<file path="config.mk">
export PLATFORM = sky130hd
export DESIGN_NAME = mwma_ram
export DESIGN_NICKNAME = d
export VERILOG_FILES = /design/src/rtl/core/mwma_ram.sv
export SDC_FILE = /design/constraint.sdc
export NUM_CORES = 1
export LEC_CHECK = 0
export BUFFER_PORTS_ARGS = -buffer_cell sky130_fd_sc_hd__buf_2
export CORE_MARGIN = 3
export CORE_UTILIZATION = 61
export DETAILED_ROUTE_END_ITERATION = 8
export PLACE_DENSITY = 0.8
export SLEW_MARGIN = 20
export SYNTH_ARGS = -nofsm -noshare
export SYNTH_HDL_FRONTEND = slang
export SYNTH_SLANG_ARGS = --single-unit
</file>
<file path="constraint.sdc">
create_clock -name clock -period 2.92 [get_ports clock]
set_clock_uncertainty 0.2 [all_clocks]
set_input_delay 0.146 -clock clock [delete_from_list [all_inputs] [get_ports clock]]
set_output_delay 0.146 -clock clock [all_outputs]
set_load 0.1 [all_outputs]
</file>
<file path="src/rtl/core/mwma_ram.sv">
module mwma_ram #(
   parameter int DEPTH  = 16,
   parameter int WIDTH  = 16,
   parameter int ADDR_W = (DEPTH > 1) ? $clog2(DEPTH) : 1
) (
   input  logic              clock,
   input  logic              wr_en,
   input  logic [ADDR_W-1:0] wr_addr,
   input  logic [WIDTH-1:0]  wr_data,
   input  logic [ADDR_W-1:0] rd_addr,
   output logic [WIDTH-1:0]  rd_data
);

   logic [WIDTH-1:0] mem [DEPTH];
   logic [WIDTH-1:0] rd_data_ff;

   // one write port, one registered read port
   always_ff @(posedge clock) begin
      if (wr_en) begin
         mem[wr_addr] <= wr_data;
      end
      rd_data_ff <= mem[rd_addr];
   end

   assign rd_data = rd_data_ff;

endmodule

</file>
# After elaboration in Yosys (flattened, before gate mapping)
# Memories as Yosys holds them, arrays and structs flattened. A register that Yosys moved wholly into a read port is not among the register bits.
# Index checks and enable logic that the tools add are counted.
totals:
  output_inout_bits: 16
  input_bits: 26
  register_bits: 0
  rom_bits: 0
  elab_cells: 3
  mem_count: 1
  latchBits: 0
  ram_bits: 256
op_classes:
  n_bitwise: 0
  n_eq_ne: 0
  reduce_logical: 0
  muxes: 2
  shift: 0
  addsub: 0
  div: 0
  n_lt_le_gt_ge: 0
  mul: 0
memory_table:
  columns: ["name", "words", "word_bits", "read_ports", "rd_clocked_by_memory_dff", "wr", "line", "text"]
  rows:
  - ["mem", 16, 16, 1, 1, 1, "14", "logic [WIDTH-1:0] mem [DEPTH];"]
op_table:
  columns: ["operator", "n"]
  rows:
  - ["1-bit two-way mux", 2]

# Depth between registers and ports, before layout
logic_depth:
  depth_word: 2
  mapped_depth: 5
  depth_no_buf: 3

# Worst setup path before layout
# No wires, ideal clock.
synth_timing:
  kind: "input-to-reg"
  start: "input port wr_addr[2]"
  end: "memory mem[0][0] (enable)"
  n_path_buf: 0
  path_slack_ps: 519
  t_arrival_ps: 1792
  setup_time_ps: 409
  path_stages: 2
  required_ps: 2311
  path_cell_list: "or3b_2 nor3_1"
synth_rtl:
  columns: ["item", "line", "text"]
  rows:
  - ["start, declared", "8", "input logic [ADDR_W-1:0] wr_addr,"]
  - ["end, declared", "14", null]
# Straight into the memory's write port.

# Worst setup path in the final report
layout_timing:
  start: "register rd_data_ff[6] (netlist: rd_data[6]), read port of mem"
  end: "output port rd_data[6]"
layout_rtl:
  columns: ["item", "line", "text"]
  rows:
  - ["start, declared", "15", "logic [WIDTH-1:0] rd_data_ff;"]
  - ["end, declared", "11", "output logic [WIDTH-1:0] rd_data"]
# No word-level cell between the ends.

==> results.md <==
- Status: finished, final reports clean
- Reg2reg end: rd_data[10]
- Clock H-tree levels: 1
- Syn Std Cell Area: 10040 µm²
- Flops & latches, synth: between 200 and 300
- Clk Latency, worst-skew pair: 0.52 ns
- Synthesized Nets: 458
- Crit Path Class: reg2out
- Post-synthesis compound-gate area fraction: 2.392%
- Reg-to-reg startpoint: mem[9][10]
- Slowest CP cell: buf_2
- CTS resizes: 0
- Worst stage delay on the critical path: 0.45 ns
- Worst Setup End Kind: primary output
- Initial antenna violation count: 0
- Largest family of logic cells by synthesized area: multiplexers
- Cts hold-fix bufs: 16
- Clock-pin slew on the worst setup and hold paths: approximately 0.070 ns
- Iter 0 DRT Violations: 519
- Seq/Total Area, Yosys: 79.73%
- Max cap viols: 0
- RSZ-0062 raised after global routing: no
- Crit path max-delay family: buffers and inverters
- Arr. time, crit path: 1.34 ns
- Most used flip-flop cell after synthesis: edfxtp_1
- Vias per inst: 6.383
- Vias in the first global route: 5148
- Pin count of the biggest net entering global routing: 25
- Synth async-reset ratio: 0%
- Overall power: ~8 mW
- Share of post-route cells with drive strength above 1: 31.91%
- Endpoints failing setup: 0
- Measured slew at the worst slew-check pin: 1.047 ns
- Post-Synth Simple-Gate Area: 1.919%
- P&R area growth vs syn: 15.55%
- Final Hold Viols: 0
- Ys Warns: 0
- Largest area contributor in the netlist: edfxtp_1
- Synth Instances: between 400 and 500
- Die W: between 100 and 150 µm
- Drt pass-1 iters: 5
- CTS tree: built
- Layout Utilization: 72.53%
- Hold Path Class: in2reg
- Post-synthesis cell type count: 19
- First-pass GRT wire length: 31570 µm
- Post-Synth Adder-Cell Area: 0%
- Tot GR Track Use: about a quarter
- Post-synthesis mux area share: 14.73%
- Final instance area: 11600 µm²
- Root buf cell: clkbuf_16
- Synth top cells by count: edfxtp_1, mux4_2, a22oi_1, nand2_1, dfxtp_1
- CP required: ~2.6 ns
- HPWL Detailed: 11230 µm
- Worst relative slew slack: 30.18%
- LEAKAGE: 3.828 nW
- DR DRC count: 0
- CTS Buffer Depth: 3
- GPL Wtd Cong: 0.7704
- CP cell instances: buf_2
- Total gr overflow: 0
- Final critical-path required period: 1.681 ns
- Top area cells in the synthesized netlist: edfxtp_1, mux4_2, dfxtp_1
- Max Fclk: 594.8 MHz
- Final period utilization: a little under three fifths
- Initial core utilization: 62.77%
- Die footprint: 18040 µm²
- Setup crit end: rd_data[6]
- WL per Instance: 27.26 µm
- Hold_ws: 0.08491 ns
- Cell area power density: 693.4 nW/µm²
- Setup TNS: 0 ns
- Worst setup SP type: register
- Area after DPL: 10670 µm²
- Syn_area_per_cell: 23.25 µm²
- Post-CTS Setup Bufs: 0
- Path depth of the worst reg2reg path: 3
- Core region area: 16000 µm²
- Max VDD drop: 0.4275 mV
- Reg-to-reg slack, setup: 1.28 ns
- Synth Area in XOR/XNOR: 0%
- Drt total wl: 20590 µm
- Post-synth EDFFs: 256
- Die H: approximately 130 µm
- Antenna Cells: 0
- Synth top area share: 76.54%
- Slew Viols, Final: 0
- Vias: 4819
- Final ANT Viol Nets: 0
- Sink Count: ~270
- Critical path origin: rd_data[6]
- WP depth: 1
- IO buf count: 41
- FP Rows: 46
- Fillcell total: 900
- Crit path max fanout: 1
- Cts bufs inserted: 25
- Nets: ~550
- I/O Pins: 42
- Count leader, synth: edfxtp_1
- Worst path bufs/invs: 1
[cells by family after synthesis]
kind of cell    count (synthesis)
flops                         272
simple gates                   43
compound gates                 32
buf+inv                        21
mux                            64
[routing by layer]
| layer | wire length, µm | track usage [%] |
|---|---|---|
| met3 | 2088 | 4.839 |
| met1 | 7773 | 35.55 |
| met5 | 0 | 0 |
| met4 | 556 | 7.862 |
| met2 | 10170 | 37.09 |
[final cells by class]
class                   instances  area [µm²]  area share [%]
flip-flops and latches        272        8008           69.00
multi-input cells             139        1962           16.91
clock buffers                  35       693.2           5.973
repair buffers                 82       593.1           5.111
well taps                     216       270.3           2.329
clock inverters                11       78.83          0.6792
[layout by cell type, fill, tap and decap left out, types with 4 or more instances in the layout]
| cell | count |
|---|---|
| clkbuf_1 | 7 |
| nand2_1 | 17 |
| nor2_2 | 12 |
| mux4_1 | 10 |
| clkinv_2 | 5 |
| dfxtp_1 | 16 |
| nor3_2 | 4 |
| a22oi_1 | 32 |
| buf_4 | 23 |
| clkinv_1 | 4 |
| edfxtp_1 | 256 |
| mux4_2 | 54 |
| buf_2 | 40 |
| clkbuf_16 | 25 |
| dlygate4sd3_1 | 16 |
[how the worst min path moves through the flow]
stage	startpoint	to	slack [ns]	cells past startpoint
global route	wr_addr[1]	mem[4][12]	0.1	3
CTS	rd_addr[1]	rd_data[4]	0.07	4
detailed placement	wr_data[8]	mem[14][8]	0.33	1
global placement	wr_data[8]	mem[14][8]	0.31	1
floorplan	wr_data[0]	mem[0][0]	0.04	0
finish	wr_addr[1]	mem[0][12]	0.08	3
[sequential cells by signal, summed over array words and instances (netlist names)]
name and cells:
mem 256, rd_data 16
[report_power, final]
| part | switching, mW | internal (mW) |
|---|---|---|
| Sequential | 0.0281 | 4.36 |
| Clock | 1.32 | 1.74 |
| Combinational | 0.412 | 0.180 |
| Total | 1.76 | 6.29 |
[metrics by stage]
step / instances / setup slack, ns
6_report: 755 / 1.239
3_5_place_dp: 693 / 0.8971
2_1_floorplan: 432 / 0.5189
5_1_grt: 755 / 1.217
4_1_cts: 755 / 1.225
3_3_place_gp: 693 / 0.9056
Power figures use the tool's default switching activity.
