### src/rtl/core/mwma_pkg.sv
package mwma_pkg;

   // window geometry
   localparam int WIN_COUNT = 6;
   localparam int unsigned WIN_LEN [WIN_COUNT] = '{15, 30, 60, 180, 300, 600};

   // datapath widths
   localparam int SAMPLE_W  = 16;
   localparam int POS_W     = 10;
   localparam int CNT_W     = 11;
   localparam int TOTAL_W   = 26;
   localparam int REM_W     = 11;
   localparam int DIV_STEPS = TOTAL_W;
   localparam int STEP_W    = 5;

   // sequencer states
   typedef enum logic [2:0] {
      ST_IDLE,
      ST_READ,
      ST_UPDATE,
      ST_LOAD,
      ST_DIVIDE,
      ST_HOLD
   } state_type;

   // input item
   typedef struct packed {
      logic [SAMPLE_W-1:0] sample;
      logic                reading_failed;
   } req_type;

   // result item
   typedef struct packed {
      logic [SAMPLE_W-1:0] current_value;
      logic [SAMPLE_W-1:0] mean_short;
      logic [SAMPLE_W-1:0] mean_second;
      logic [SAMPLE_W-1:0] mean_third;
      logic [SAMPLE_W-1:0] mean_fourth;
      logic [SAMPLE_W-1:0] mean_fifth;
      logic [SAMPLE_W-1:0] mean_long;
   } rsp_type;

   // divider lane control
   typedef struct packed {
      logic load;
      logic step;
   } div_ctl_type;

endpackage

### src/rtl/core/mwma_ring.sv
module mwma_ring
   import mwma_pkg::*;
(
   input  logic                clock,
   input  logic                reset,
   input  logic                push,
   input  logic [CNT_W-1:0]    win_len,
   input  logic [SAMPLE_W-1:0] sample,
   input  logic [SAMPLE_W-1:0] old_data,
   output logic [POS_W-1:0]    pos,
   output logic [TOTAL_W-1:0]  total,
   output logic [CNT_W-1:0]    count
);

   logic [POS_W-1:0]   pos_ff, pos_in;
   logic               filled_ff, filled_in;
   logic [TOTAL_W-1:0] total_ff, total_in;
   logic [CNT_W-1:0]   pos_inc;
   logic [TOTAL_W-1:0] drop;

   // drop the oldest entry once wrapped, add the new sample
   always_comb begin
      pos_in    = pos_ff;
      filled_in = filled_ff;
      total_in  = total_ff;
      pos_inc   = {1'b0, pos_ff} + CNT_W'(1);
      drop      = filled_ff ? TOTAL_W'(old_data) : '0;
      if (push) begin
         total_in = total_ff - drop + TOTAL_W'(sample);
         if (pos_inc >= win_len) begin
            pos_in    = '0;
            filled_in = 1'b1;
         end else begin
            pos_in = pos_inc[POS_W-1:0];
         end
      end
   end

   always_ff @(posedge clock) begin
      if (reset) begin
         pos_ff    <= '0;
         filled_ff <= 1'b0;
         total_ff  <= '0;
      end else begin
         pos_ff    <= pos_in;
         filled_ff <= filled_in;
         total_ff  <= total_in;
      end
   end

   assign pos   = pos_ff;
   assign total = total_ff;
   assign count = filled_ff ? win_len : {1'b0, pos_ff};

endmodule

### config.mk
export PLATFORM = sky130hd
export DESIGN_NAME = mwma_ring
export DESIGN_NICKNAME = d
export VERILOG_FILES = /design/src/rtl/core/mwma_pkg.sv /design/src/rtl/core/mwma_ring.sv
export SDC_FILE = /design/constraint.sdc
export NUM_CORES = 1
export LEC_CHECK = 0
export ABC_AREA = 1
export BUFFER_PORTS_ARGS = -buffer_cell sky130_fd_sc_hd__buf_2
export CORE_ASPECT_RATIO = 0.6
export CORE_MARGIN = 2
export CORE_UTILIZATION = 50
export DETAILED_ROUTE_END_ITERATION = 12
export MAX_ROUTING_LAYER = met4
export PLACE_DENSITY = 0.74
export SETUP_SLACK_MARGIN = 0.5
export SLEW_MARGIN = 20
export SYNTH_ARGS = -nofsm -noshare
export SYNTH_HDL_FRONTEND = slang
export SYNTH_SLANG_ARGS = --single-unit
### constraint.sdc
create_clock -name clock -period 3.8 [get_ports clock]
set_clock_uncertainty 0.1 [all_clocks]
set_input_delay 0.38 -clock clock [delete_from_list [all_inputs] [get_ports clock]]
set_output_delay 0.38 -clock clock [all_outputs]
set_load 0.01 [all_outputs]
-- After elaboration in Yosys (flattened, before gate mapping)
Index checks and enable logic that the tools add are counted.
- bits in registers: 37
- bits of input ports: 46
- add/sub/neg operators: 3
- magnitude comparators: 1
- mux-type cells: 3
- reduce and logical (&&, ||, !) cells: 1
- operator list (operator ; number):
    adder 26 x 16 -> 26 bit ; 1
    subtractor 26 x 16 -> 26 bit ; 1
    two-way mux 16 bit ; 1
    adder 10 x 1 -> 11 bit, second input constant ; 1
    greater-or-equal comparator 11 bit ; 1
    two-way mux 11 bit ; 1
    two-way mux 10 bit ; 1
    AND reduction 2 bit ; 1

-- Depth between registers and ports, before layout
- word-level depth: 3
- mapped depth: 20

-- Worst setup path before layout
Ideal clock, no wire load.
- path kind: reg2reg
- from: register filled_ff
- to: register total_ff[24], in the netlist total[24]
- library setup time: 0.109 ns
- data arrival time: 2.565 ns
- data required time: 3.591 ns
- slack: 1.026 ns
- stages on the path, launching flop included: 17
- period minus slack after synthesis: 2.774 ns
- cell sequence: dfxtp_1 > clkbuf_1 > clkbuf_1 > nand2_1 > inv_1 > fa_1 > fa_1 > inv_1 > nand3_1 > nand3_1 > nand2_1 > nand2_1 > nand2_1 > nand4_1 > nand3_1 > nand2_1 > inv_1
- word-level cells in the longest chain between the ends: 3
- RTL lines (element ; line ; text):
    start, declared ; mwma_ring.sv:16 ; logic filled_ff, filled_in;
    start signal, assigned ; mwma_ring.sv:46 ; filled_ff <= filled_in;
    two-way mux 16 bit ; mwma_ring.sv:27 ; drop = filled_ff ? TOTAL_W'(old_data) : '0;
    subtractor 26 x 16 -> 26 bit ; mwma_ring.sv:29 ; total_in = total_ff - drop + TOTAL_W'(sample);
    adder 26 x 16 -> 26 bit ; mwma_ring.sv:29 ;
    end signal, assigned ; mwma_ring.sv:47 ; total_ff <= total_in;
    end, declared ; mwma_ring.sv:17 ; logic [TOTAL_W-1:0] total_ff, total_in;
No other way between the ends.
A chain may end at the register's enable or synchronous reset.

-- Worst setup path after layout
- from: register pos_ff[2], in the netlist pos[2]
- to: register pos_ff[4], in the netlist pos[4]
- word-level cells in the longest chain between the ends: 3
- RTL lines (element ; line ; text):
    start, declared ; mwma_ring.sv:15 ; logic [POS_W-1:0] pos_ff, pos_in;
    start signal, assigned ; mwma_ring.sv:45 ; pos_ff <= pos_in;
    adder 10 x 1 -> 11 bit (*) ; mwma_ring.sv:26 ; pos_inc = {1'b0, pos_ff} + CNT_W'(1);
    greater-or-equal comparator 11 bit ; mwma_ring.sv:30 ; if (pos_inc >= win_len) begin
    two-way mux 10 bit (*) ; mwma_ring.sv:30 ;
Every way passes the cells marked *; elsewhere a longest branch is shown, timed or not.

==> impl_metrics.toml <==
[status]
run_status = "finished, final reports clean"

[critical_path]
critPathCaptureType = "flop"
critPathMaxFanout = 10
timing.critical_path.arrival_ns = 3.14
critPathSlowestCell = "sky130_fd_sc_hd__nor2_2"
critical_path.cell_chain = "inv_2 > nor3_2 > nand3_1 > or2_1 > nand2_1 > inv_2 > ha_1 > a21oi_1 > o21a_1 > nand2_1 > nor2_2 > nand3_1 > a21oi_1"
critPathKind = "reg -> reg"
cp.required_ns = 3.90
crit_path_launch_type = "flop"
max_stage_delay_ns = 0.47

[cells_and_area]
drive_gt1_share_pct = 16.4
area_of_the_multi_input_gates_um2 = 2920
fillerInstances = 859
synthToLayoutAreaGrowth_pct = 15.3
final_core_util_pct = 60.3
fin_cells = 962
antenna_cells = 0
final-seq-area_um2 = 742
layout_cell_area_excl_fill_um2 = 5200
fin_nets = 949

[placed_design]
rd_place_congestion = 0.976
preCtsSetupSlack_ns = 0.644
dpl-instance-area_um2 = 5060
place_inst = 954
detailedPlacementHpwl_mm = 10.6
numPortBuffers = 92

[cts]
clock_path_buffers = 2
worst_skew_pair.late_latency_ns = 0.29
num_cts_buffers = 5
cts_hold_repair.buffers = 0
cts_tree = "built"
clock-sinks = 37
clkTransAtPathRegs_ns = 0.06
clock_tree.root_cell = "sky130_fd_sc_hd__clkbuf_16"
cts.htree.levels = 2

[sta]
min_period_ns = 3.04
totalNegativeSetupSlack_ns = 0
max_slew.worst_pin.slew_ns = 0.846
rsz0062_at_grt = "no"
max_slew_violation_count = 0
setup_slack_ns = 0.761
clock.fmax_mhz = 329
final_min_period_over_clock_period_pct = 80.0
finalHoldViolations = 0
finalSetupViolations = 0
max-slew-margin-rel_pct = 43.6
worst_hold_slack_ns = 0.402

[synthesis]
synthDistinctLibCells = 34
synth-simple-area-share_pct = 32.8
netlist_area_um2 = 4510
synth.area.mux_share_pct = 0
postSynthAreaPerCell_um2 = 5.90
synthAdderAreaFrac_pct = 17.7
synth_enable_flop_cells = 0
part_of_the_yosys_area_used_for_sequential_elements_pct = 16.4
synth-compound-area-share_pct = 11.0
number_of_warnings_issued_by_yosys = 0
syn-num-nets = 864
synth_seq_cells = 37
synth_async_sr_flop_share_pct = 0
area_share_of_the_largest_cell_type_after_synthesis_pct = 17.5
synth_top_cell_by_area = "sky130_fd_sc_hd__nand2_1"
synth-xor-area-share_pct = 3.28
synth_area_leaders = "sky130_fd_sc_hd__nand2_1 17%, sky130_fd_sc_hd__inv_1 16%, sky130_fd_sc_hd__dfxtp_1 16%"
yosys.cell_count.top_type = "sky130_fd_sc_hd__nand2_1"
synthCells = 764
most_instantiated_flip_flop_cell_in_the_synthesis_netlist = "sky130_fd_sc_hd__dfxtp_1"
yosys-top-cells-count = "210 x sky130_fd_sc_hd__nand2_1, 198 x sky130_fd_sc_hd__inv_1, 55 x sky130_fd_sc_hd__a21oi_1, 55 x sky130_fd_sc_hd__nand3_1, 38 x sky130_fd_sc_hd__ha_1"
synth_top_family_by_area = "simple AND/OR/NAND/NOR gates"

[detailed_routing]
routed_wirelength_mm = 12.9
route.antenna.remaining_nets = 0
detailroute.via_count = 4749
route.detailed.drc = 0
initialDrtViolationCount = 396
drt_first_pass_iters = 5
wl_per_cell_um = 13.4
viasPerCell = 4.94

[die]
core-area_um2 = 8620
placementRows = 26
floorplan.io_pins = 93
fp.dieH_um = 77.5
floorplan.initialDensity_pct = 52.3
die_area_um2 = 9810
die_x_um = 127

[grt]
first_global_vias = 4497
grtUsageMet1_pct = 42.9
gr-total-overflow = 0
busiest_layer = "met1"
globalRouteMet3Util_pct = 5.17
gr-usage-all-layers_pct = 28.1
pin_count_of_the_biggest_net_entering_global_routing = 47
grt_pass1_wl_mm = 21.5
grtUsageMet2_pct = 39.0
grt_antenna_before_repair = 0

[hold_path]
timing.hold.worst.class = "reg -> reg"

[power]
cellPowerDensity_nw_per_um2 = 477
p_total_mw = 2.48
vdd_ir_drop_max_mv = 0.267
static_leakage_nw = 3.24

[job]
drv_cap = 0
==> final timing paths <==
check / startpoint / end / slack, ns / cells past startpoint
hold / removal: pos[1]$_SDFFE_PP0P_ / pos[1]$_SDFFE_PP0P_ / 0.40 / 2
setup reg to reg: pos[2]$_SDFFE_PP0P_ / pos[4]$_SDFFE_PP0P_ / 0.76 / 13
hold reg to reg: pos[1]$_SDFFE_PP0P_ / pos[1]$_SDFFE_PP0P_ / 0.40 / 2
setup / recovery: pos[2]$_SDFFE_PP0P_ / pos[4]$_SDFFE_PP0P_ / 0.76 / 13
==> layout make-up <==
class                   count  share of cell area (%)
clock buffers               6                    2.48
clock inverters             2                   0.193
inverters                 211                    15.2
multi-input cells         501                    56.1
flip-flops and latches     37                    14.3
well taps                 112                    2.70
repair buffers             93                    9.00
==> report_power, final <==
group | switching (mW) | internal [mW]
Combinational | 1.03 | 0.545
Clock | 0.177 | 0.242
Sequential | 0.0390 | 0.447
Total | 1.24 | 1.23
==> cells by family after synthesis <==
family                     Yosys count
xor gates and xnor gates            16
and+or+nand+nor                    338
AOI/OAI and AO/OA                   93
adders and majority gates           54
buffers and inverters              226
DFF                                 37
==> worst max-delay path: cells and delay by family (launching register included) <==
family | cells | cell delay [ns]
and+or+nand+nor | 7 | 1.49
AOI/OAI and AO/OA | 3 | 0.47
DFF | 1 | 0.43
adders and majority gates | 1 | 0.30
buffers and inverters | 2 | 0.15
==> cell usage in the layout, fill, tap and decap left out, drive strengths merged, types with 2 or more instances in the layout <==
master	count
a211oi	2
a21o	4
a21oi	57
and2	3
buf	93
clkbuf	6
clkinv	2
dfxtp	37
fa	16
ha	38
inv	211
nand2	215
nand3	59
nand4	7
nor2	45
nor3	5
o21ai	27
o21bai	2
or2	2
xor2	15
==> what timing repair did <==
action | 4_1_cts | 5_1_grt
buffers inserted | 0 | 0
resized for setup | 0 | 1
endpoints found under the setup margin | 0 | 5
endpoints found under the hold margin | 0 | 0
==> layer usage <==
layer,up-vias,part of all wire [%]
met3,7,8.5
met4,0,0.44
met2,148,39
met1,2118,52
met5,-,0
li1,2476,-
==> state kept, by name, indices dropped and copies added, names as in the netlist <==
register   cells
filled_ff      1
total         26
pos           10
(Power assumes the default switching activity.)
