<file path="src/rtl/core/mwma_pkg.sv">
package mwma_pkg;

   // window geometry
   localparam int WIN_COUNT = 6;
   localparam int unsigned WIN_LEN [WIN_COUNT] = '{15, 30, 60, 180, 300, 600};

   // datapath widths
   localparam int SAMPLE_W  = 16;
   localparam int POS_W     = 10;
   localparam int CNT_W     = 11;
   localparam int TOTAL_W   = 26;
   localparam int REM_W     = 11;
   localparam int DIV_STEPS = TOTAL_W;
   localparam int STEP_W    = 5;

   // sequencer states
   typedef enum logic [2:0] {
      ST_IDLE,
      ST_READ,
      ST_UPDATE,
      ST_LOAD,
      ST_DIVIDE,
      ST_HOLD
   } state_type;

   // input item
   typedef struct packed {
      logic [SAMPLE_W-1:0] sample;
      logic                reading_failed;
   } req_type;

   // result item
   typedef struct packed {
      logic [SAMPLE_W-1:0] current_value;
      logic [SAMPLE_W-1:0] mean_short;
      logic [SAMPLE_W-1:0] mean_second;
      logic [SAMPLE_W-1:0] mean_third;
      logic [SAMPLE_W-1:0] mean_fourth;
      logic [SAMPLE_W-1:0] mean_fifth;
      logic [SAMPLE_W-1:0] mean_long;
   } rsp_type;

   // divider lane control
   typedef struct packed {
      logic load;
      logic step;
   } div_ctl_type;

endpackage

</file>
<file path="src/rtl/core/mwma_div.sv">
module mwma_div
   import mwma_pkg::*;
(
   input  logic                clock,
   input  div_ctl_type         ctl,
   input  logic [TOTAL_W-1:0]  dividend,
   input  logic [CNT_W-1:0]    divisor,
   output logic [SAMPLE_W-1:0] quotient
);

   logic [REM_W-1:0]   rem_ff, rem_in;
   logic [TOTAL_W-1:0] quo_ff, quo_in;
   logic [REM_W-1:0]   shifted;
   logic               fits;

   // restoring division, one quotient bit per cycle while step is set
   always_comb begin
      shifted = {rem_ff[REM_W-2:0], quo_ff[TOTAL_W-1]};
      fits    = (shifted >= divisor);
      rem_in  = rem_ff;
      quo_in  = quo_ff;
      if (ctl.load) begin
         rem_in = '0;
         quo_in = dividend;
      end else if (ctl.step) begin
         rem_in = fits ? (shifted - divisor) : shifted;
         quo_in = {quo_ff[TOTAL_W-2:0], fits};
      end
   end

   always_ff @(posedge clock) begin
      rem_ff <= rem_in;
      quo_ff <= quo_in;
   end

   // empty window reads as zero
   assign quotient = (divisor == '0) ? '0 : quo_ff[SAMPLE_W-1:0];

endmodule

</file>
<file path="config.mk">
export PLATFORM = sky130hd
export DESIGN_NAME = mwma_div
export DESIGN_NICKNAME = d
export VERILOG_FILES = /design/src/rtl/core/mwma_pkg.sv /design/src/rtl/core/mwma_div.sv
export SDC_FILE = /design/constraint.sdc
export NUM_CORES = 1
export LEC_CHECK = 0
export ABC_AREA = 1
export BUFFER_PORTS_ARGS = -buffer_cell sky130_fd_sc_hd__buf_2
export CAP_MARGIN = 40
export CELL_PAD_IN_SITES_DETAIL_PLACEMENT = 0
export CELL_PAD_IN_SITES_GLOBAL_PLACEMENT = 1
export CORE_ASPECT_RATIO = 1.5
export CORE_MARGIN = 5
export CORE_UTILIZATION = 30
export DETAILED_ROUTE_END_ITERATION = 8
export PLACE_DENSITY_LB_ADDON = 0.1
export SLEW_MARGIN = 20
export SYNTH_ARGS = -nofsm -noshare
export SYNTH_HDL_FRONTEND = slang
export SYNTH_SLANG_ARGS = --single-unit
</file>
<file path="constraint.sdc">
create_clock -name clock -period 2 [get_ports clock]
set_clock_uncertainty 0.1 [all_clocks]
set_input_delay 0.4 -clock clock [delete_from_list [all_inputs] [get_ports clock]]
set_output_delay 0.4 -clock clock [all_outputs]
set_load 0.01 [all_outputs]
</file>
# Word-level counts from Yosys, hierarchy flattened
# Index checks and enable logic that the tools add are counted.
[totals]
ff_bits = 36
in_bits = 40
out_inout_bits = 16
[classes]
n_addsub = 1
n_lt_le_gt_ge = 1
n_mux = 4
n_reduce_logical = 2
[ops]
columns = ["op", "n"]
rows = [
  ["$mux W26", 2],
  ["$mux W16", 1],
  ["$ge A11 B11 Y1", 1],
  ["$logic_not A11 Y1", 1],
  ["$mux W10", 1],
  ["$sub A10 B10 Y10", 1],
  ["$reduce_bool A2 Y1", 1],
]

# Depth between registers and ports, before layout
# Gate-level depths: netlist of the first run.
[depth]
depth_word = 3
ltp_mapped = 14

# Least setup slack after synthesis of the first run
# Ideal clock, no wire load.
[synth_path]
kind = "input -> register"
from = "in divisor[5]"
to = "reg rem_ff[2]"
setup_ns = 0.154
t_arrival_ns = 1.597
t_required_ns = 1.746
slack_ns = 0.149
stages = 11
path_buffers = 1
cell_sequence = "inv_1 > ha_1 > nand2_2 > inv_1 > a21oi_1 > nand2_2 > nand2_4 > buf_6 > nand3_2 > nand3_1 > o21ai_0"
[synth_via]
elab_chain_len = 2
[synth_rtl]
columns = ["item", "line_no", "rtl"]
rows = [
  ["from (decl)", "mwma_div.sv:7", "input logic [CNT_W-1:0] divisor,"],
  ["$ge A11 B11 Y1", "mwma_div.sv:19", "fits = (shifted >= divisor);"],
  ["$mux W10", "mwma_div.sv:26", "rem_in = fits ? (shifted - divisor) : shifted;"],
  ["to (signal assigned)", "mwma_div.sv:32", "rem_ff <= rem_in;"],
  ["to (decl)", "mwma_div.sv:11", "logic [REM_W-1:0] rem_ff, rem_in;"],
]
# Every way passes these cells.
# A chain may end at the register's enable or synchronous reset.

# Worst setup path after layout of the first run
[layout_path]
from = "in divisor[4]"
to = "out quotient[10]"
[layout_via]
elab_chain_len = 2
[layout_rtl]
columns = ["item", "line_no", "rtl"]
rows = [
  ["$logic_not A11 Y1", "mwma_div.sv:37", "assign quotient = (divisor == '0) ? '0 : quo_ff[SAMPLE_W-1:0];"],
  ["$mux W16", "mwma_div.sv:37", ""],
  ["to (decl)", "mwma_div.sv:8", "output logic [SAMPLE_W-1:0] quotient"],
]
# Every way passes these cells.

==> results.cfg, run 1 <==
[outcome]
status = finished with violations
violations = negative setup slack

[grt]
antenna_found_initial = 0
grt_pass1_wl_um = 9960
first_global_vias = 2234
grt_max_degree = 31
overflow = 0
grt_use_total_pct = 13.3

[route]
drtAntennaViolNets = 0
vias = 2253
drc = 0
drtPass1Iterations = 4
drt-total-wl_um = 6580
drt_iter0_drc = 91
wl_per_cell_um = 12.8
viasPerCell = 4.40

[yosys]
syn_nets = 373
ys_seq_elements = 36
ys_warn_count = 0
synthesis.area_um2 = 2370
synth_commonest_cells = 104 x nand2_1, 59 x inv_1, 26 x edfxtp_1, 24 x nor2_1, 20 x nand3_1
synthCells = 321
synth_edf_count = 26
yosysMostFrequentCell = nand2_1
synth_top_cell_area_share_pct = 32.9
synth_seq_area_share_pct = 41.3
synthFlopType = edfxtp_1
synth_async_sr_flop_share_pct = 0
synth_top_cell_by_area = edfxtp_1
yosysUniqueCellTypes = 29
ys_top_cells_by_area = edfxtp_1 33%, nand2_1 16%, inv_1 9.3%
syn-mean-instance-area_um2 = 7.40

[timing]
fin_ws_ns = -0.00717
tightest_slew_ns = 0.408
finalSetupViolCount = 2
hold_violations = 0
finalCritPeriodShare_pct = 100
slew_headroom_pct = 72.8
slew_violations = 0
rsz0062_at_grt = yes
fmax_mhz = 498
min_period_ns = 2.01

[cells_and_area]
drive_gt1_share_pct = 34.1
final_util_pct = 44.4
diodes = 0
area_delta_synth_final_pct = 43.2
fill_cells = 800
stdcell_count = 512
nets = 462
multiInputGateArea_um2 = 1250
seq_area_um2 = 981

[die]
top_level_ports = 56
rows = 39
die_h_um = 119
fp.dieW_um = 82.6
die_area_um2 = 9830
start_util_pct = 31.0
core-area_um2 = 7660

[worst_hold_path]
hp-start = dividend[19]
min_to = quo_ff[19]
hold_depth = 3
hold_class = in2reg

[worst_setup_path]
setup.worst_path.start_class = input pin
r2r_cells = 11
cp-end-kind = output port
r2r-end = rem_ff[4]
regToRegSetupSlack_ns = 0.05
critPathKind = in2out
path_max_fanout = 8
cp.arrival_ns = 1.51
timing.rr.start = quo_ff[25]
critPathRequiredTime_ns = 1.50

[placement]
dpl.cell_count = 502
gp_congestion = 0.824
io_buffers = 55
hpwl_um = 5240

[cts]
clock_latency_ns = 0.27
clock-sinks = 36
clockBufferDepth = 2
cts.clk_slew.worst_paths_ns = 0.05
cts_buffers = 5
cts_tree = yes
cts_max_level = 2
cts-root-buf = clkbuf_16

[pwr]
ir_drop_mv = 0.294
power_leakage_nw = 1.78
powerDensity_nw_per_um2 = 604

[job]
maxCapViolations = 0
[flip-flops by register name, summed over array words and instances, names as in the netlist]
| register | cells |
|---|---|
| quo_ff | 26 |
| rem_ff | 10 |
[repair_timing]
item,CTS,global route
pin swaps,0,2
gates resized for setup,2,58
buffers inserted,0,3
hold buffers,0,0
cloned,0,1
setup endpoints to repair,6,25
[through the flow]
step / power [mW] / setup TNS (ns) / setup WS (ns) / area (um^2) / hold slack (ns)
CTS: 2.00 / 0 / 0.00102 / 3120 / 0.296
floorplan: 1.10 / 0 / 0.149 / 2370 / 0.330
detailed placement: 1.27 / -0.859 / -0.120 / 2980 / 0.351
global route: 2.16 / -0.893 / -0.0670 / 3400 / 0.317
global placement: 1.27 / -0.701 / -0.0876 / 2980 / 0.357
finish: 2.05 / -0.0136 / -0.00717 / 3400 / 0.299
[metal layers]
metal | global-route usage (%) | vias up | share of wire (%)
met1 | 13.8 | 1020 | 39
met3 | 1.96 | 10 | 3.7
met4 | 7.16 | 0 | 3.5
met5 | 0 | - | 0
li1 | - | 1181 | -
met2 | 24.6 | 42 | 54
[worst max-delay path: stages]
cell	delay, ns
buf_6	0.10
inv_4	0.04
buf_6	0.08
nand4_1	0.13
nor4_4	0.22
buf_4	0.19
clkbuf_16	0.18
nor2_1	0.04
buf_2	0.13
[cells by family after synthesis]
group	count (synthesis)	synth area share (%)
buffers and inverters	68	11.7
AOI/OAI and AO/OA	29	6.32
adders and majority gates	12	6.64
DFF	36	41.3
and+or+nand+nor	173	32.9
xor gates and xnor gates	3	1.11
[cells in the final DEF, fill, tap and decap left out, types with 2 or more instances in the layout]
cell       count
nand2_1      100
inv_1         56
buf_2         40
buf_4         33
edfxtp_1      26
nand3_1       19
o21ai_0       18
buf_6         15
nor2_4        14
ha_1          11
nor2_1        10
dfxtp_1       10
nand2_2        8
nand3_2        7
clkbuf_16      6
a21oi_1        4
nor2_2         4
o21ai_1        4
nand4_1        3
nand3b_1       3
inv_4          2
a21oi_2        2
xnor2_1        2
[area by class of cell]
type	instances	share of cell area, %
Multi-Input combinational cell	217	36.9
Sequential cell	36	28.8
Timing Repair Buffer	91	19.9
Inverter	59	6.66
Clock buffer	6	3.79
Tap cell	102	3.75
Clock inverter	1	0.147
[how the worst max path moves through the flow]
stage,startpoint,end,cells past startpoint
after floorplan,divisor[5],rem_ff[2],11
after global routing,divisor[4],quotient[10],9
after detailed placement,divisor[4],rem_ff[4],12
after CTS,divisor[10],quotient[7],8
final,divisor[4],quotient[10],9
after global placement,divisor[10],rem_ff[3],12
[where the power goes]
part           leakage (nW)  switching, mW  internal [mW]  total, mW
sequential            0.353         0.0177          0.870      0.888
clock                0.0667          0.268          0.452      0.720
combinational          1.36          0.231          0.216      0.447
total                  1.78          0.517           1.54       2.05
Power figures use the tool's default switching activity.
==> run 2: changes to the inputs <==
clock period = 1.9 ns   (was 2 ns; I/O delays follow)
==> run 2 against run 1 <==
Compared with the run above:
- the run still ends with negative setup slack left
- die area stayed put
- final cell count grew 2.1%
- utilization up 1.6 points
- clock power is 6.2% higher
- critical endpoint is now quotient[7]
- sequential share of layout area decreased by 0.83 points
- worst hold slack worse by 0.017 ns
- worst setup slack got worse by 0.054 ns
- largest power group unchanged
- highest routed layer unchanged
- wire length increased by 2.8%
==> results.cfg, run 2 (synthesis gave the netlist of run 1 again) <==
[cts]
cts_tree = yes
cts_max_level = 2
clock-sinks = 36
cts_buffers = 5
cts-root-buf = clkbuf_16
clockBufferDepth = 2
clock_latency_ns = 0.27
cts.clk_slew.worst_paths_ns = 0.05

[timing]
tightest_slew_ns = 0.452
fmax_mhz = 510
fin_ws_ns = -0.0612
min_period_ns = 1.96
hold_violations = 0
finalCritPeriodShare_pct = 103
finalSetupViolCount = 16
slew_violations = 0
slew_headroom_pct = 69.9
rsz0062_at_grt = yes

[worst_setup_path]
timing.rr.start = rem_ff[4]
path_cells = buf_6 > inv_4 > buf_6 > nand4_1 > nor4_4 > buf_4 > clkbuf_16 > nor2_1 > buf_2
crit_start = divisor[10]
r2r-end = rem_ff[3]
r2r_cells = 10
cp-end-kind = output port
worstSetupPathDepth = 9
crit_path_frequent_cell = buf_6
slowest_stage = nor4_4
setup.worst_path.start_class = input pin
critPathTopFamily = buffers and inverters
critPathKind = in2out
path_max_fanout = 8
critPathMaxStageDelay_ns = 0.22
cp.arrival_ns = 1.48
critPathRequiredTime_ns = 1.42
path_buf_inv = 6
regToRegSetupSlack_ns = 0.04

[die]
start_util_pct = 31.0
fp.dieW_um = 82.6
top_level_ports = 56
core-area_um2 = 7660
die_h_um = 119
die_area_um2 = 9830
rows = 39

[cells_and_area]
drive_gt1_share_pct = 39.4
stdcell_count = 523
largest_register_ffs = 26
multiInputGateArea_um2 = 1330
mostFrequentLayoutCell = nand2_1
area_delta_synth_final_pct = 48.4
mostFrequentLayoutCells = 95 x nand2_1, 54 x inv_1, 48 x buf_2, 38 x buf_4, 26 x edfxtp_1
largestRegisters = quo_ff (26), rem_ff (10)
nets = 472
final_util_pct = 46.0
diodes = 0
fill_cells = 808
seq_area_um2 = 987
regMostFlops = quo_ff

[pwr]
switching_share_pct = 25.1
power_switching_uw = 540
powerDensity_nw_per_um2 = 611
power_leakage_nw = 1.81
comb_power_share_pct = 21.1
seqPwrFrac_pct = 43.4
ir_drop_mv = 0.338
p_int_mw = 1.61
pwr-share-clk_pct = 35.5

[route]
wl_per_cell_um = 12.9
drtAntennaViolNets = 0
drt_iter0_drc = 82
drc = 0
viasPerCell = 4.42
drtPass1Iterations = 4
vias = 2313
drt-total-wl_um = 6760

[grt]
grt_max_degree = 22
grt_use_total_pct = 13.9
grt_pass1_wl_um = 10500
overflow = 0
first_global_vias = 2345
antenna_found_initial = 0

[worst_hold_path]
hold_depth = 3
min_to = quo_ff[19]
hold_class = in2reg
hp-start = dividend[19]

[placement]
io_buffers = 55
dpl.cell_count = 507
gp_congestion = 0.788
hpwl_um = 5340

[outcome]
status = finished with violations
violations = negative setup slack

[job]
maxCapViolations = 0
run 2: area by class of cell:
cell class,count,area share (%)
well taps,102,3.62
multi-input cells,218,37.7
repair buffers,100,20.3
clock buffers,7,3.76
inverters,59,6.50
clock inverters,1,0.142
flip-flops and latches,36,28.0
run 2: repair_timing:
item                                    in CTS  in global routing
gates resized for setup                     22                 45
gates cloned                                 1                  1
hold buffers                                 0                  0
buffers inserted                             2                  5
endpoints found under the setup margin      22                 27
pin swaps                                    1                 13
run 2: power groups by stage:
stage                     clock network [mW]  logic [mW]  registers (mW)
after global placement                     0       0.399           0.948
after detailed placement                   0       0.398           0.950
after floorplan                            0       0.219           0.944
final                                  0.765       0.455           0.934
after CTS                              0.784       0.415           0.934
after global routing                   0.822       0.510           0.939
run 2: worst max-delay path by stage:
stage	to	slack [ns]
after floorplan	rem_ff[2]	0.07
after global placement	rem_ff[6]	-0.18
after detailed placement	rem_ff[3]	-0.20
after CTS	quotient[4]	-0.02
after global routing	quotient[3]	-0.1
final	quotient[7]	-0.06
run 2: stage by stage:
step | TNS (ns) | hold slack [ns] | setup WS (ns) | area (um^2) | total power, mW
finish | -0.704 | 0.282 | -0.0612 | 3520 | 2.15
global route | -2.00 | 0.290 | -0.0975 | 3520 | 2.27
CTS | -0.251 | 0.278 | -0.0230 | 3260 | 2.13
detailed placement | -2.91 | 0.355 | -0.196 | 3030 | 1.35
global placement | -2.39 | 0.355 | -0.181 | 3030 | 1.35
floorplan | 0 | 0.330 | 0.0689 | 2370 | 1.16
run 2: worst reg2reg max path, cell delays in order (launching register included):
cell and delay (ns):
dfxtp_1 0.33, ha_1 0.33, nand2_2 0.11, inv_1 0.06, a21oi_2 0.17, nand2_2 0.12
nand2_4 0.17, buf_12 0.13, nand3_2 0.06, nand3_1 0.08, o21ai_0 0.08
run 2: per-layer routing:
| metal | vias up | GRT usage (%) | share of wire (%) |
|---|---|---|---|
| li1 | 1203 | - | - |
| met1 | 1055 | 14.9 | 41 |
| met2 | 44 | 25.8 | 53 |
| met3 | 11 | 1.89 | 3.8 |
| met4 | 0 | 6.03 | 2.9 |
| met5 | - | 0 | 0 |
==> run 3: changes to the inputs <==
TNS_END_PERCENT = 50   (was default)
==> run 3 against run 2 <==
Compared with the run above:
- the flow still finishes with violations (negative setup slack)
- non-clock buffer count fell by 5
- utilization decreased by 2.3 points
- final cell count decreased by 0.96%
- first-iteration DRC count is 8.5% lower
- total power shrank 1.7%
- count of clock-buffer cells in the layout is the same
- critical path type unchanged
- critical endpoint is now quotient[1]
- largest cell class unchanged
- highest routed layer unchanged
==> results.cfg, run 3 (synthesis gave the netlist of run 1 again) <==
[outcome]
status = finished with violations
violations = negative setup slack

[worst_hold_path]
hold_class = in2reg

[route]
drt_iter0_drc = 75
drt-total-wl_um = 6620
vias = 2273
drtAntennaViolNets = 0
viasPerCell = 4.39
drc = 0
drtPass1Iterations = 4
wl_per_cell_um = 12.8

[worst_setup_path]
cp-end-kind = output port
critPathKind = in2out
path_max_fanout = 16
setup.worst_path.start_class = input pin
cp.arrival_ns = 1.42
critPathRequiredTime_ns = 1.42

[grt]
grt_use_total_pct = 13.6
grt_pass1_wl_um = 10400
antenna_found_initial = 0
grt_max_degree = 22
overflow = 0
first_global_vias = 2305

[cells_and_area]
area_delta_synth_final_pct = 41.0
diodes = 0
final_util_pct = 43.7
largestRegisters = quo_ff (26), rem_ff (10)
mostFrequentLayoutCells = 96 x nand2_1, 54 x inv_1, 51 x buf_2, 34 x buf_4, 26 x edfxtp_1
mostFrequentLayoutCell = nand2_1
nets = 467
regMostFlops = quo_ff
fill_cells = 828
largest_register_ffs = 26
drive_gt1_share_pct = 35.3
stdcell_count = 518

[cts]
cts.clk_slew.worst_paths_ns = 0.05
cts_buffers = 5
clock-sinks = 36
cts_max_level = 2
clockBufferDepth = 2
clock_latency_ns = 0.27
postCtsHoldBufs = 0
cts_tree = yes
cts-root-buf = clkbuf_16

[timing]
finalSetupViolCount = 1
fin_ws_ns = -0.00479
min_period_ns = 1.90
slew_headroom_pct = 69.6
rsz0062_at_grt = yes
hold_violations = 0
finalCritPeriodShare_pct = 100
tightest_slew_ns = 0.455
slew_violations = 0
fmax_mhz = 525

[pwr]
power_switching_uw = 527
comb_power_share_pct = 19.9
ir_drop_mv = 0.333
seqPwrFrac_pct = 44.1
pwr-share-clk_pct = 36.0
powerDensity_nw_per_um2 = 632
p_int_mw = 1.59
switching_share_pct = 24.9
power_leakage_nw = 1.75

[placement]
io_buffers = 55
dpl.cell_count = 507
gp_congestion = 0.788
hpwl_um = 5340

[die]
top_level_ports = 56
start_util_pct = 31.0
die_area_um2 = 9830
rows = 39
fp.dieW_um = 82.6
die_h_um = 119
core-area_um2 = 7660

[job]
maxCapViolations = 0
## run 3: cell types whose count changed in the layout (fill, tap and decap cells not counted), sizes merged
| cell | before | now |
|---|---|---|
| buf | 99 | 95 |
| clkbuf | 8 | 7 |
## run 3: final cells by class
type / instances / area (um^2) / share of cell area [%]
multi-input cells: 218 / 1230 / 36.7
clock inverters: 1 / 5.00 / 0.149
repair buffers: 95 / 641 / 19.1
flip-flops and latches: 36 / 986 / 29.4
clock buffers: 7 / 133 / 3.96
inverters: 59 / 226 / 6.76
well taps: 102 / 128 / 3.81
## run 3: critical path: stages
cell and delay [ns]:
buf_6 0.10, inv_4 0.04, buf_6 0.10, nand4_1 0.12
nor4_4 0.31, buf_12 0.19, nor2_1 0.05, buf_2 0.13
## run 3: final timing paths
check             slack (ns)  cells past startpoint         start     endpoint
setup / recovery      -0.005                      8   divisor[10]  quotient[1]
hold / removal          0.28                      3  dividend[19]   quo_ff[19]
setup reg to reg        0.06                     10     rem_ff[5]    rem_ff[3]
hold reg to reg         0.36                      2     rem_ff[9]    rem_ff[9]
## run 3: stage by stage
step	setup slack (ns)	area (um^2)	total power [mW]	setup TNS, ns	hold WS [ns]
after floorplan	0.0689	2370	1.16	0	0.330
after global placement	-0.181	3030	1.35	-2.39	0.355
after detailed placement	-0.196	3030	1.35	-2.91	0.355
after CTS	-0.0230	3250	2.13	-0.251	0.278
after global routing	-0.0733	3350	2.24	-1.41	0.290
final	-0.00479	3350	2.12	-0.00479	0.283
## run 3: per-layer routing
layer | track usage [%] | routed length (um) | vias to the layer above
met3 | 1.81 | 267 | 10
met1 | 14.9 | 2680 | 1026
li1 | - | - | 1194
met5 | 0 | 0 | -
met4 | 5.21 | 188 | 0
met2 | 25.5 | 3480 | 43
## run 3: power groups by stage
| stage | sequential [mW] | combinational, mW | clock (mW) |
|---|---|---|---|
| after floorplan | 0.944 | 0.219 | 0 |
| after detailed placement | 0.950 | 0.398 | 0 |
| after CTS | 0.934 | 0.413 | 0.784 |
| final | 0.934 | 0.421 | 0.763 |
| after global placement | 0.948 | 0.399 | 0 |
| after global routing | 0.939 | 0.475 | 0.822 |
## run 3: repair_timing
item / 4_1_cts / 5_1_grt
resized for setup: 20 / 22
buffers inserted: 2 / 0
endpoints found under the setup margin: 22 / 27
pin swaps: 1 / 2
cloned: 0 / 1
